==> src/rtl/ptc_pkg.sv <==
// Shared types, widths and command encodings for the pressure/temperature compensation block.
`timescale 1ns / 1ps
package ptc_pkg;

    localparam int RawW  = 20;
    localparam int CfgW  = 48;
    localparam int CfgIw = 2;
    localparam int AW    = 65;
    localparam int BW    = 17;
    localparam int PW    = AW + BW;
    localparam int AccW  = 100;
    localparam int ShW   = 7;
    localparam int DW    = 21;
    localparam int NW    = 58;
    localparam int AaW   = 25;
    localparam int NumW  = 76;
    localparam int DenW  = 80;
    localparam int DivBits = NumW + 32;
    localparam int QW    = 42;
    localparam int PmW   = 41;
    localparam int SqW   = 81;
    localparam int TcW   = 16;
    localparam int PresW = 32;

    localparam logic [CfgIw-1:0] CFG_TEMP    = 2'd0;
    localparam logic [CfgIw-1:0] CFG_PRESS_A = 2'd1;
    localparam logic [CfgIw-1:0] CFG_PRESS_B = 2'd2;
    localparam logic [CfgIw-1:0] CFG_PRESS_C = 2'd3;

    typedef enum logic [3:0] {
        A_ONE, A_D, A_DD, A_A, A_A2, A_E, A_Q, A_DM, A_GM, A_PM, A_SQLO, A_SQHI, A_P8S
    } t_asel;

    typedef enum logic [4:0] {
        B_ONE, B_K6250, B_DLO, B_DHI, B_ALO, B_AHI, B_H0, B_H1, B_H2,
        B_T2, B_T3, B_P1U, B_P2, B_P3, B_P4, B_P5, B_P6, B_P7, B_P8, B_P9
    } t_bsel;

    typedef enum logic [3:0] {
        ST_NONE, ST_DD, ST_N, ST_A, ST_A2, ST_E, ST_G, ST_DIFF, ST_NUM, ST_DEN,
        ST_P8, ST_SQ, ST_PRES, ST_HOLD
    } t_store;

    typedef struct packed {
        logic           load;
        logic           mul_en;
        t_asel          a_sel;
        t_bsel          b_sel;
        logic [ShW-1:0] sh;
        logic           clr;
        logic           neg;
        t_store         st;
        logic           div_start;
        logic           div_step;
        logic           out_load;
    } t_cmd;

    typedef struct packed {
        logic den_zero;
    } t_stat;

endpackage

==> src/rtl/ptc_ctrl.sv <==
// Controller: microcode sequencer for the compensation datapath and the beat handshakes.
`timescale 1ns / 1ps
module ptc_ctrl (
    input  logic           i_clk,
    input  logic           i_rst_n,
    input  logic           i_in_valid,
    output logic           o_in_stall,
    output logic           o_out_valid,
    input  logic           i_out_stall,
    input  ptc_pkg::t_stat i_stat,
    output ptc_pkg::t_cmd  o_cmd
);
    import ptc_pkg::*;

    localparam int PreLast  = 33;
    localparam int PostLast = 11;
    localparam int StepW    = 6;
    localparam int CntW     = $clog2(DivBits + 1);

    typedef enum logic [2:0] { S_IDLE, S_PRE, S_DIV, S_POST, S_FIN } t_state;

    t_state            r_state, n_state;
    logic [StepW-1:0]  r_step, n_step;
    logic [CntW-1:0]   r_cnt, n_cnt;
    logic              r_out_valid, n_out_valid;
    logic              out_free;

    function automatic t_cmd mop(t_asel a, t_bsel b, int sh, logic clr, logic neg);
        t_cmd c;
        c        = '0;
        c.mul_en = 1'b1;
        c.a_sel  = a;
        c.b_sel  = b;
        c.sh     = ShW'(sh);
        c.clr    = clr;
        c.neg    = neg;
        return c;
    endfunction

    function automatic t_cmd sto(t_store s);
        t_cmd c;
        c    = '0;
        c.st = s;
        return c;
    endfunction

    assign out_free    = !r_out_valid || !i_out_stall;
    assign o_in_stall  = (r_state != S_IDLE);
    assign o_out_valid = r_out_valid;

    always_comb begin
        o_cmd = '0;
        case (r_state)
            S_IDLE: o_cmd.load = i_in_valid;
            S_PRE: begin
                case (r_step)
                    6'd0:  o_cmd = mop(A_D,   B_DLO, 0,  1'b1, 1'b0);
                    6'd1:  o_cmd = mop(A_D,   B_DHI, 16, 1'b0, 1'b0);
                    6'd3:  o_cmd = sto(ST_DD);
                    6'd4:  o_cmd = mop(A_D,   B_T2,  20, 1'b1, 1'b0);
                    6'd5:  o_cmd = mop(A_DD,  B_T3,  0,  1'b0, 1'b0);
                    6'd7:  o_cmd = sto(ST_N);
                    6'd8:  o_cmd = sto(ST_A);
                    6'd9:  o_cmd = mop(A_A,   B_ALO, 0,  1'b1, 1'b0);
                    6'd10: o_cmd = mop(A_A,   B_AHI, 16, 1'b0, 1'b0);
                    6'd12: o_cmd = sto(ST_A2);
                    6'd13: o_cmd = mop(A_A2,  B_P6,  0,  1'b1, 1'b0);
                    6'd14: o_cmd = mop(A_A,   B_P5,  17, 1'b0, 1'b0);
                    6'd15: o_cmd = mop(A_ONE, B_P4,  35, 1'b0, 1'b0);
                    6'd17: o_cmd = sto(ST_E);
                    6'd18: o_cmd = mop(A_ONE, B_ONE, 55, 1'b1, 1'b0);
                    6'd19: o_cmd = mop(A_A2,  B_P3,  0,  1'b0, 1'b0);
                    6'd20: o_cmd = mop(A_A,   B_P2,  20, 1'b0, 1'b0);
                    6'd22: o_cmd = sto(ST_G);
                    6'd23: o_cmd = mop(A_Q,   B_ONE, 31, 1'b1, 1'b0);
                    6'd24: o_cmd = mop(A_E,   B_ONE, 0,  1'b0, 1'b1);
                    6'd26: o_cmd = sto(ST_DIFF);
                    6'd27: o_cmd = mop(A_DM,  B_K6250, 0, 1'b1, 1'b0);
                    6'd29: o_cmd = sto(ST_NUM);
                    6'd30: o_cmd = mop(A_GM,  B_P1U, 0,  1'b1, 1'b0);
                    6'd32: o_cmd = sto(ST_DEN);
                    6'd33: begin
                        if (i_stat.den_zero) begin
                            o_cmd = sto(ST_HOLD);
                        end else begin
                            o_cmd.div_start = 1'b1;
                        end
                    end
                    default: o_cmd = '0;
                endcase
            end
            S_DIV: begin
                if (r_cnt == CntW'(DivBits)) begin
                    o_cmd = sto(ST_P8);
                end else begin
                    o_cmd.div_step = 1'b1;
                end
            end
            S_POST: begin
                case (r_step)
                    6'd0:  o_cmd = mop(A_PM,   B_H0,  0,  1'b1, 1'b0);
                    6'd1:  o_cmd = mop(A_PM,   B_H1,  16, 1'b0, 1'b0);
                    6'd2:  o_cmd = mop(A_PM,   B_H2,  32, 1'b0, 1'b0);
                    6'd4:  o_cmd = sto(ST_SQ);
                    6'd5:  o_cmd = mop(A_SQLO, B_P9,  0,  1'b1, 1'b0);
                    6'd6:  o_cmd = mop(A_SQHI, B_P9,  64, 1'b0, 1'b0);
                    6'd7:  o_cmd = mop(A_P8S,  B_P8,  24, 1'b0, 1'b0);
                    6'd8:  o_cmd = mop(A_P8S,  B_ONE, 43, 1'b0, 1'b0);
                    6'd9:  o_cmd = mop(A_ONE,  B_P7,  47, 1'b0, 1'b0);
                    6'd11: o_cmd = sto(ST_PRES);
                    default: o_cmd = '0;
                endcase
            end
            S_FIN: o_cmd.out_load = out_free;
            default: o_cmd = '0;
        endcase
    end

    always_comb begin
        n_state     = r_state;
        n_step      = r_step;
        n_cnt       = r_cnt;
        n_out_valid = r_out_valid;
        if (r_out_valid && !i_out_stall) begin
            n_out_valid = 1'b0;
        end
        case (r_state)
            S_IDLE: begin
                if (i_in_valid) begin
                    n_state = S_PRE;
                    n_step  = '0;
                end
            end
            S_PRE: begin
                if (r_step == StepW'(PreLast)) begin
                    n_cnt   = '0;
                    n_state = i_stat.den_zero ? S_FIN : S_DIV;
                end else begin
                    n_step = r_step + 1'b1;
                end
            end
            S_DIV: begin
                if (r_cnt == CntW'(DivBits)) begin
                    n_state = S_POST;
                    n_step  = '0;
                end else begin
                    n_cnt = r_cnt + 1'b1;
                end
            end
            S_POST: begin
                if (r_step == StepW'(PostLast)) begin
                    n_state = S_FIN;
                end else begin
                    n_step = r_step + 1'b1;
                end
            end
            S_FIN: begin
                if (out_free) begin
                    n_out_valid = 1'b1;
                    n_state     = S_IDLE;
                end
            end
            default: n_state = S_IDLE;
        endcase
    end

    always_ff @(posedge i_clk) begin
        if (!i_rst_n) begin
            r_state     <= S_IDLE;
            r_step      <= '0;
            r_cnt       <= '0;
            r_out_valid <= 1'b0;
        end else begin
            r_state     <= n_state;
            r_step      <= n_step;
            r_cnt       <= n_cnt;
            r_out_valid <= n_out_valid;
        end
    end

endmodule

==> config.mk <==
export PLATFORM = sky130hd
export DESIGN_NAME = ptc_ctrl
export DESIGN_NICKNAME = d
export VERILOG_FILES = /design/src/rtl/ptc_pkg.sv /design/src/rtl/ptc_ctrl.sv
export SDC_FILE = /design/constraint.sdc
export NUM_CORES = 1
export LEC_CHECK = 0
export ABC_AREA = 1
export BUFFER_PORTS_ARGS = -buffer_cell sky130_fd_sc_hd__buf_2
export CORE_AREA = 4 4 72 74
export CTS_BUF_LIST = sky130_fd_sc_hd__clkbuf_8
export DETAILED_ROUTE_END_ITERATION = 6
export DIE_AREA = 0 0 76 78
export HOLD_SLACK_MARGIN = 0.12
export PLACE_DENSITY_LB_ADDON = 0.12
export SLEW_MARGIN = 20
export SYNTH_ARGS = -nofsm -noshare
export SYNTH_HDL_FRONTEND = slang
export SYNTH_SLANG_ARGS = --single-unit
==> constraint.sdc <==
create_clock -name i_clk -period 3.3 [get_ports i_clk]
set_input_delay 0.165 -clock i_clk [delete_from_list [all_inputs] [get_ports i_clk]]
set_output_delay 0.165 -clock i_clk [all_outputs]
set_load 0.02 [all_outputs]
; ---- After elaboration in Yosys (flattened, before gate mapping)
; Memory sizes are Yosys's and may differ from the RTL's. A register that Yosys moved wholly into a read port is not among the register bits.
; Index checks and enable logic that the tools add are counted.
[classes]
n_mux = 29
add_sub_neg = 2
eq_ne = 39
reduce_logical = 13
[ops]
columns = op, n
row1 = 27-bit one-hot mux with 26 select lines, 1
row2 = 25-bit one-hot mux with 3 select lines, 1
row3 = 6-bit by 5-bit == test with 1-bit output (second input constant), 11
row4 = 6-bit by 4-bit == test with 1-bit output (second input constant), 8
row5 = 27-bit 2-to-1 mux, 1
row6 = 6-bit 2-to-1 mux, 4
row7 = 6-bit one-hot mux with 4 select lines, 1
row8 = 6-bit by 3-bit == test with 1-bit output (second input constant), 3
row9 = 3-bit 2-to-1 mux, 6
row10 = 2-bit != test (second input constant), 8
row11 = 3-bit one-hot mux with 5 select lines, 1
row12 = 7-bit 2-to-1 mux, 2
row13 = 7-bit one-hot mux with 2 select lines, 1
row14 = 6-bit == test (second input constant), 2
row15 = 4-bit 2-to-1 mux, 3
row16 = 5-bit AND reduction, 2
row17 = 7-bit by 1-bit adder with 7-bit output (second input constant), 1
row18 = 7-bit == test (second input constant), 1
row19 = 6-bit by 1-bit adder with 6-bit output (second input constant), 1
row20 = 3-bit by 2-bit == test with 1-bit output (second input constant), 2
row21 = 6-bit by 1-bit == test with 1-bit output (second input constant), 1
row22 = 6-bit by 2-bit == test with 1-bit output (second input constant), 1
row23 = 6-bit zero test, 1
row24 = 1-bit 2-to-1 mux, 5
row25 = other kinds (14), 15
[word_totals]
rom_bits = 352
elab_cells = 88
output_inout_bits = 29
inputBits = 5
reg_bits = 17
n_memories = 1
[mem_list]
columns = name, words, word_bits, rd, rd_ports_with_merged_regs, wr, line_no
row1 = (no name shown), 16, 22, 1, 1, 0, ptc_ctrl.sv:100  ; case (r_step)

; ---- Longest topological paths before layout
; Gate-level depths: netlist of the first run.
[depth]
ltp_word = 5
ltp_mapped = 15
ltp_nobuf = 15

; ---- Worst setup path before layout of the first run
; Ideal clock, no wire load.
[synth_timing]
kind = register -> register
start = register r_step[1]
end = register with a tool-made name
path_buffers = 0
synth_period_minus_slack_ns = 2.167
t_arrival_ns = 2.052
slack_ns = 1.133
stages_incl_launch_ff = 14
setup_time_ns = 0.115
required_ns = 3.185
path_cell_list = dfxtp_1 inv_1 ha_1 nand3_1 nor3_2 nor2_4 nand2_8 o21ai_0 nor2_1 inv_1 ha_1 nand3_1 nand3_1 nand2_1
[synth_rtl]
columns = element, line_no
row1 = "start, declared", ptc_ctrl.sv:23  ; logic [StepW-1:0] r_step, n_step;
row2 = "start signal, assigned", ptc_ctrl.sv:175  ; r_step <= n_step;

==> results of run 1 <==
[per-stage QoR]
step / setup WS, ns / std cells / instance area, µm² / utilization
2_1_floorplan: 1.13 / 364 / 2470 / -
3_3_place_gp: 0.962 / 447 / 2680 / 0.583
3_5_place_dp: 0.768 / 447 / 2680 / 0.583
4_1_cts: 0.738 / 455 / 2800 / 0.608
5_1_grt: 0.425 / 455 / 2800 / 0.608
6_report: 0.707 / 455 / 2800 / 0.608
[cell usage in the layout, fill, tap and decap left out, types with 4 or more instances in the layout]
cell type | synthesis | layout
nor2_1 | 33 | 33
nand4_1 | 7 | 7
nand2_1 | 95 | 95
nor3_1 | 16 | 16
o21ai_0 | 26 | 26
nand3_1 | 30 | 30
inv_2 | 6 | 6
nand3_2 | 7 | 7
ha_1 | 11 | 11
nor2_4 | 4 | 4
buf_2 | 2 | 33
nand2_2 | 6 | 6
inv_1 | 41 | 41
nand2_4 | 4 | 4
a21oi_1 | 7 | 7
nor2_2 | 4 | 4
clkbuf_8 | 0 | 5
dfxtp_1 | 37 | 37
[final cells by class]
type                       instances  area share
timing repair buffer              34      0.0617
multi-input combinational        274       0.543
clock inverter                     3      0.0166
tap                               54      0.0242
clock buffer                       5      0.0246
sequential                        37       0.265
inverter                          48      0.0649
[cell families (layout without fill, tap and decap cells)]
group	Yosys count	after routing	synth area share
xor+xnor	2	2	0.00710
flops	37	37	0.300
simple gates	218	218	0.457
compound gates	43	43	0.0964
fa+ha+maj	11	11	0.0558
buf+inv	53	90	0.0837
[path summary, 6_finish.rpt]
path	start	endpoint	slack, ns	cells after the start
min	i_out_stall	o_out_valid$_SDFF_PN0_	0.14	3
max	r_step[1]$_SDFFE_PN0N_	flip-flop	0.71	13
min reg2reg	r_cnt[0]$_SDFFE_PN0P_	r_cnt[0]$_SDFFE_PN0P_	0.48	2
max reg2reg	r_step[1]$_SDFFE_PN0N_	flip-flop	0.71	13
[critical path, stage by stage, from the launching register on]
cell     delay [ns]
dfxtp_1        0.43
inv_1          0.12
ha_1           0.23
nand3_1        0.13
nor3_2         0.06
nor2_4         0.24
nand2_8        0.12
o21ai_0        0.32
nor2_1         0.15
inv_1          0.13
ha_1           0.21
nand3_1        0.14
nand3_1        0.13
nand2_1        0.06
[routing by layer]
metal	routed length (µm)	track usage	up-vias
li1	-	-	1253
met1	2800	0.306	1065
met2	2890	0.358	104
met3	442	0.0487	9
met4	68	0.0658	0
met5	0	0	-
[power by group]
part	total (W)	internal, W	switching [W]
Combinational	0.00152	0.000472	0.00105
Clock	0.000394	0.000226	0.000168
Sequential	0.000688	0.000586	0.000101
Total	0.00260	0.00128	0.00132
==> metrics.md, run 1 <==
| Metric | Value |
|---|---|
| Status | `complete, no violations` |
| Number of setup buffers added after CTS | `0` |
| Number of top-level pins | `34` |
| Sequential area share after synthesis | `0.300` |
| Skew final | `0.00716 ns` |
| Remaining Overflow, GRT | `0` |
| I/O Buffers | `33` |
| Fmax | `386 MHz` |
| Hold crit path type | `in2reg` |
| Post-CTS Resized | `0` |
| Count leader, synth | `nand2_1` |
| Vias per cell | `5.34` |
| First drt pass iteration count | `5` |
| Final Hold Viols | `0` |
| RSZ-0062 raised after global routing | `false` |
| Warnings from Yosys | `0` |
| Synth Instances | `364` |
| Maximum VDD drop | `0.534 mV` |
| ANT nets after route | `0` |
| Yosys cell types | `38` |
| CTS tree | `done` |
| Crit share post-route | `0.786` |
| Die height | `78 µm` |
| Post-synth net total | `380` |
| Slew Limit Fails | `0` |
| Die X | `76 µm` |
| Post-synth EDFFs | `0` |
| Worst-Margin Slew | `0.706 ns` |
| Routed Wire Length | `6.20 mm` |
| Category of the most critical setup path | `reg2reg` |
| Fin nets | `416` |
| Vias in the first global route | `2390` |
| Ys flop type | `dfxtp_1` |
| PwrDens | `930 nW/µm²` |
| Largest net degree at the start of global routing | `20` |
| Initial Util | `0.536` |
| Hpwl dp | `4.88 mm` |
| Total GRT Usage | `0.226` |
| ANT cells | `0` |
| Area occupied by multi-input gates | `1520 µm²` |
| Avg Inst Size Synth | `6.78 µm²` |
| Tot Pwr | `0.00260 W` |
| DRC Markers | `0` |
| WL/cell | `13.6 µm` |
| Worst-path clk slew | `0.08 ns` |
| Relative slew slack | `0.529` |
| Die area | `5930 µm²` |
| Core Area | `4600 µm²` |
| Lkg Pwr | `1.45 nW` |
| CTS Sinks | `37` |
| CTS H-tree depth | `2` |
| Post-synth top cells | `95 x nand2_1, 41 x inv_1, 37 x dfxtp_1` |
| Max-Cap Viols | `0` |
| DR vias | `2431` |
| CTS buffer count | `5` |
| # rows | `25` |
| Setup TNS | `0 ns` |
| Synth top area cells | `dfxtp_1 30%, nand2_1 14%, inv_1 6.2%` |
| Final hold slack | `0.144 ns` |
| DR iter-0 viols | `276` |
| CP max FO | `10` |
| Global-route wire length before repair | `11.1 mm` |
| Area Growth Syn to Fin | `13.4%` |
| Top cell type's share of synthesized area | `0.300` |
| Final setup fails | `0` |
| Antenna violations before repair | `0` |
| Clk_lat worst skew | `0.29 ns` |
| CTS root buffer | `clkbuf_8` |
| GPL Wtd Cong | `0.951` |
| Asr flop ratio synth | `0` |
| Filler instances | `446` |
| Yosys reg bits | `37` |
| Crit path launch type | `flip-flop` |
| CTS Hold Buffers Added | `0` |
| Critical path capture point type | `flip-flop` |
| CTS max path bufs | `2` |
| Cell Area, Synth | `2470 µm²` |
| Post-route minimum period | `2.59 ns` |
| Worst EP required | `3.48 ns` |
| Post-synth top area cell | `dfxtp_1` |
| Layout cells sized above 1 | `0.204` |
| WP data arrival | `2.77 ns` |
| Sequential cell area | `741 µm²` |
(Power assumes the default switching activity.)
==> run 2, diff against run 1 <==
Settings changed: CORE_AREA 4 4 72 74 to 4 4 73 75, DIE_AREA 0 0 76 78 to 0 0 77 79.
Clock period 3.3 ns to 2.15 ns, I/O delays scaled along.
==> metrics.md, run 2 (synthesis gave the netlist of run 1 again) <==
| Metric | Value |
|---|---|
| Status | `complete, but fails checks` |
| Failing checks | `negative setup slack` |
| RSZ-0062 raised after global routing | `true` |
| Vias per cell | `5.50 (+2.9%)` |
| Final setup fails | `4 (+4)` |
| Global-route wire length before repair | `11.4 mm (+3.1%)` |
| Net Switching | `0.00226 W (+71%)` |
| Skew final | `0.00883 ns (+0.00167 ns)` |
| Switch share | `0.488 (-0.0182)` |
| Worst-Margin Slew | `0.368 ns (-0.337 ns)` |
| Total GRT Usage | `0.231 (+0.00546)` |
| # rows | `25 (unchanged)` |
| CTS max path bufs | `2 (unchanged)` |
| Critical path capture point type | `output port` |
| Core Area | `4660 µm² (+1.4%)` |
| Setup TNS | `-0.0810 ns (-0.0810 ns)` |
| Post-route minimum period | `2.19 ns` |
| ANT nets after route | `0 (unchanged)` |
| Fin nets | `443 (+6.5%)` |
| Antenna violations before repair | `0 (unchanged)` |
| DR vias | `2650 (+9.0%)` |
| DRC Markers | `0 (unchanged)` |
| Largest net degree at the start of global routing | `19 (-5.0%)` |
| Area Growth Syn to Fin | `28.7%` |
| Crit path launch type | `flip-flop` |
| CP max FO | `5 (-5)` |
| Remaining Overflow, GRT | `0 (unchanged)` |
| Power Internal | `0.00237 W (+84%)` |
| Max-Cap Viols | `0 (unchanged)` |
| Die area | `6080 µm² (+2.6%)` |
| Most common cell after layout, fill and taps aside | `nand2_1` |
| Slew Limit Fails | `0 (unchanged)` |
| Routed Wire Length | `6.97 mm (+12%)` |
| Maximum VDD drop | `0.726 mV (+36%)` |
| Fmax | `457 MHz` |
| Relative slew slack | `0.754 (+0.225)` |
| Hpwl dp | `5.18 mm (+6.2%)` |
| Flop pwr share | `0.229 (-0.035)` |
| Clk pwr share | `0.131 (-0.020)` |
| First drt pass iteration count | `5 (unchanged)` |
| Layout cells sized above 1 | `0.350 (+0.146)` |
| Lkg Pwr | `1.60 nW (+10%)` |
| CTS root buffer | `clkbuf_8` |
| PwrDens | `1460 nW/µm² (+57%)` |
| Initial Util | `0.529 (-0.00720)` |
| CTS buffer count | `5 (unchanged)` |
| I/O Buffers | `33 (unchanged)` |
| Die X | `77 µm (+1.3%)` |
| WL/cell | `14.5 µm (+6.1%)` |
| CTS tree | `done` |
| Worst-path clk slew | `0.08 ns (about the same)` |
| Tot Pwr | `0.00463 W (+78%)` |
| CTS Sinks | `37 (unchanged)` |
| Die height | `79 µm (+1.3%)` |
| Clk_lat worst skew | `0.29 ns (about the same)` |
| Final Hold Viols | `0 (unchanged)` |
| Number of top-level pins | `34 (unchanged)` |
| Comb power frac | `0.640 (+0.056)` |
| Vias in the first global route | `2443 (+2.2%)` |
| ANT cells | `0 (unchanged)` |
| Final WS setup | `-0.0389 ns (-0.746 ns)` |
| GPL Wtd Cong | `0.939 (-1.3%)` |
| Filler instances | `414 (-7.2%)` |
| Crit share post-route | `1.02` |
| DR iter-0 viols | `219 (-21%)` |
| Worst EP required | `2.04 ns (-1.44 ns)` |
| WP data arrival | `2.08 ns (-0.69 ns)` |
| Category of the most critical setup path | `reg2out` |
| Hold crit path type | `in2reg` |
| Commonest non-fill, non-tap cells in the layout | `89 x nand2_1, 33 x inv_1, 33 x dfxtp_1` |
| CTS H-tree depth | `2 (unchanged)` |
-- run 2: cell types whose count changed in the layout (fill, tap and decap cells not counted), sizes merged --
cell | before | now
buf | 34 | 60
clkinvlp | 1 | 2
dlygate4sd3 | 0 | 1
inv | 47 | 46
-- run 2: cell type report --
cell class | count | area, µm² | area share
Multi-Input combinational cell | 274 | 1660 | 0.524
Sequential cell | 37 | 746 | 0.235
Tap cell | 54 | 67.6 | 0.0213
Clock buffer | 5 | 68.8 | 0.0217
Clock inverter | 3 | 43.8 | 0.0138
Timing Repair Buffer | 61 | 397 | 0.125
Inverter | 48 | 189 | 0.0595
-- run 2: worst max-delay path, stage by stage, from the launching register on --
cell	delay, ns
dfxtp_2	0.37
buf_6	0.14
clkinvlp_4	0.14
ha_4	0.21
nand3_1	0.16
nand4_1	0.22
nor3_2	0.20
nand3_1	0.10
nand2_1	0.06
nand2_1	0.06
buf_6	0.13
-- run 2: power by group through the flow --
| stage | Clock, W | Combinational (W) | Sequential (W) |
|---|---|---|---|
| 2_1_floorplan | 0 | 0.00183 | 0.00101 |
| 3_3_place_gp | 0 | 0.00250 | 0.00104 |
| 3_5_place_dp | 0 | 0.00251 | 0.00105 |
| 4_1_cts | 0.000611 | 0.00261 | 0.00104 |
| 5_1_grt | 0.000652 | 0.00324 | 0.00108 |
| 6_report | 0.000608 | 0.00296 | 0.00106 |
-- run 2: per-layer routing --
metal  routed length [µm]  share of wire  track usage
met3                  409          0.059       0.0363
met5                    0              0            0
met1                 3170           0.45        0.317
met4                  133          0.019       0.0765
met2                 3250           0.47        0.372
-- run 2: through the flow --
stage | hold slack, ns | setup WS, ns | cells | area [µm²] | util
after detailed placement | 0.419 | 0.0107 | 462 | 2790 | 0.599
after global placement | 0.396 | 0.107 | 462 | 2790 | 0.599
after floorplan | 0.271 | 0.0639 | 364 | 2470 | -
final | 0.133 | -0.0389 | 482 | 3170 | 0.681
after CTS | 0.131 | 0.000974 | 474 | 2980 | 0.640
after global routing | 0.174 | -0.198 | 482 | 3170 | 0.681
-- run 2: worst paths after layout --
path                     startpoint                 endpoint  slack [ns]  cells after the start
max          r_step[0]$_SDFFE_PN0N_                o_cmd[25]       -0.04                     10
min reg2reg   r_cnt[5]$_SDFFE_PN0P_    r_cnt[5]$_SDFFE_PN0P_        0.49                      1
max reg2reg  r_step[1]$_SDFFE_PN0N_                flip-flop        0.08                     14
min                          i_stat  r_state[2]$_SDFFE_PN0P_        0.13                      3
-- run 2: what timing repair did --
item,in CTS,in global routing
pin swaps,6,13
hold endpoints to repair,1,0
endpoints found under the setup margin,10,35
hold buffers,1,0
resized for setup,13,45
setup buffers,3,8
==> run 3, diff against run 2 <==
Settings changed: CORE_AREA 4 4 73 75 to 4 4 72 74, DIE_AREA 0 0 77 79 to 0 0 76 78.
Clock period 2.15 ns to 2.4 ns, I/O delays scaled along.
==> metrics.md, run 3 (synthesis gave the netlist of run 1 again) <==
| Metric | Value |
|---|---|
| Status | `complete, no violations` |
| Worst EP required | `2.28 ns (+0.24 ns)` |
| Worst R2R Path Depth | `15 (+1)` |
| Area Growth Syn to Fin | `17.2%` |
| Slowest cell on the critical path | `dfxtp_2` |
| Antenna violations before repair | `0 (unchanged)` |
| Min-delay src | `i_out_stall` |
| Most common cell after layout, fill and taps aside | `nand2_1` |
| Global-route wire length before repair | `10.9 mm (-4.4%)` |
| Slew Limit Fails | `0 (unchanged)` |
| Worst path bufs/invs | `2 (-1)` |
| Core Area | `4600 µm² (-1.3%)` |
| Final Hold Viols | `0 (unchanged)` |
| Pre-CTS setup slack | `0.0646 ns (+0.0539 ns)` |
| ANT nets after route | `0 (unchanged)` |
| Relative slew slack | `0.670 (-0.0839)` |
| CP max FO | `7 (+2)` |
| Die height | `78 µm (-1.3%)` |
| CTS root buffer | `clkbuf_8` |
| Number of top-level pins | `34 (unchanged)` |
| WL/cell | `13.8 µm (-4.5%)` |
| Die X | `76 µm (-1.3%)` |
| Fin nets | `424 (-4.3%)` |
| Max-Cap Viols | `0 (unchanged)` |
| CTS H-tree depth | `2 (unchanged)` |
| Finished Cell Area | `2890 µm² (-8.9%)` |
| R2R Path Start | `r_cnt[0]$_SDFFE_PN0P_` |
| Final setup fails | `0 (-4)` |
| Delay-heaviest family, CP | `simple AND/OR/NAND/NOR gates` |
| Post-layout util | `0.629 (-0.0522)` |
| Worst-path cell chain | `ha_1 > buf_4 > nand2_1 > nor2_1 > nand2_1 > nand4_1 > nor3_1 > nand3_1 > nand2_1 > nand2_1 > buf_2` |
| CTS Hold Buffers Added | `0 (-1)` |
| CTS tree | `done` |
| DR iter-0 viols | `255 (+16%)` |
| Routed Wire Length | `6.39 mm (-8.2%)` |
| Total GRT Usage | `0.224 (-0.00657)` |
| Crit share post-route | `0.932` |
| Final WS setup | `0.162 ns (+0.201 ns)` |
| Hold crit path type | `in2reg` |
| Worst-path clk slew | `0.07 ns (about the same)` |
| Fmax | `447 MHz` |
| Category of the most critical setup path | `reg2out` |
| PwrDens | `1310 nW/µm² (-10%)` |
| Layout cells sized above 1 | `0.235 (-0.116)` |
| Largest net degree at the start of global routing | `20 (+1)` |
| Hpwl dp | `5.00 mm (-3.5%)` |
| Tot Pwr | `0.00379 W (-18%)` |
| Maximum VDD drop | `0.676 mV (-6.9%)` |
| Lkg Pwr | `1.49 nW (-6.3%)` |
| CTS max path bufs | `2 (unchanged)` |
| Skew final | `0.0101 ns (+0.00127 ns)` |
| DRC Markers | `0 (unchanged)` |
| Worst-Margin Slew | `0.493 ns (+0.124 ns)` |
| Critical path capture point type | `output port` |
| Area after DPL | `2730 µm² (-2.1%)` |
| Setup TNS | `0 ns (+0.0810 ns)` |
| Remaining Overflow, GRT | `0 (unchanged)` |
| RSZ-0062 raised after global routing | `true` |
| CTS Sinks | `37 (unchanged)` |
| Cell count along the critical path | `11 (+1)` |
| Most frequent cell on the critical path | `nand2_1` |
| # rows | `25 (unchanged)` |
| Initial Util | `0.536 (+0.00720)` |
| ANT cells | `0 (unchanged)` |
| Hold Path Stages | `3 (unchanged)` |
| Post-route minimum period | `2.24 ns` |
| Crit path launch type | `flip-flop` |
| CTS buffer count | `5 (unchanged)` |
| Worst hold path endpoint | `o_out_valid$_SDFF_PN0_` |
| Clk_lat worst skew | `0.29 ns (about the same)` |
| DR vias | `2507 (-5.4%)` |
| Die area | `5930 µm² (-2.5%)` |
| Commonest non-fill, non-tap cells in the layout | `95 x nand2_1, 40 x inv_1, 35 x dfxtp_1` |
| GPL Wtd Cong | `0.935 (-0.42%)` |
| Critical Path Max Stage Delay | `0.36 ns (about the same)` |
| First drt pass iteration count | `5 (unchanged)` |
| I/O Buffers | `33 (unchanged)` |
| Vias per cell | `5.41 (-1.5%)` |
| Vias in the first global route | `2410 (-1.4%)` |
| WP data arrival | `2.12 ns (+0.04 ns)` |
| R2r setup slk | `0.18 ns (+0.10 ns)` |
[run 3: changes by cell type in the layout (fill, tap and decap cells not counted), sizes merged]
cell	before	now
clkinvlp	2	0
buf	60	42
clkinv	2	1
bufinv	1	2
dlygate4sd3	1	0
inv	46	48
[run 3: final cells by class]
type                    count  area (µm²)
flip-flops and latches     37         743
clock inverters             3        68.8
clock buffers               5        68.8
inverters                  48         181
multi-input cells         274        1530
well taps                  54        67.6
fillers                   441        1710
repair buffers             42         233
[run 3: per-stage QoR]
stage | hold WS [ns] | cells
5_1_grt | 0.131 | 463
3_5_place_dp | 0.432 | 454
3_3_place_gp | 0.409 | 454
4_1_cts | 0.123 | 462
6_report | 0.131 | 463
2_1_floorplan | 0.283 | 364
[run 3: worst max path at each step]
stage / startpoint / end / slack (ns)
final: r_step[0]$_SDFFE_PN0N_ / o_cmd[25] / 0.16
after global routing: r_step[0]$_SDFFE_PN0N_ / o_cmd[25] / -0.01
after CTS: r_step[0]$_SDFFE_PN0N_ / o_cmd[25] / 0.10
after detailed placement: r_step[1]$_SDFFE_PN0N_ / flip-flop / 0.06
after global placement: r_cnt[0]$_SDFFE_PN0P_ / flip-flop / 0.16
after floorplan: r_step[1]$_SDFFE_PN0N_ / flip-flop / 0.23
[run 3: worst min-delay path, cell delays in order]
cell     delay, ns
buf_2         0.10
nand2_1       0.06
a21oi_1       0.08
[run 3: repair_timing]
item	CTS	global route
resized for setup	1	6
setup buffers	0	1
endpoints found under the setup margin	1	15
pin swaps	0	1
[run 3: power breakdown]
group	leakage [nW]	internal, W	switching [W]
sequential	0.304	0.000810	0.000136
combinational	1.12	0.000708	0.00148
clock	0.0687	0.000418	0.000232
[run 3: routing by layer]
| layer | part of all wire | global-route usage |
|---|---|---|
| met1 | 0.45 | 0.288 |
| met2 | 0.46 | 0.366 |
| met3 | 0.063 | 0.0429 |
| met4 | 0.028 | 0.0943 |
| met5 | 0 | 0 |
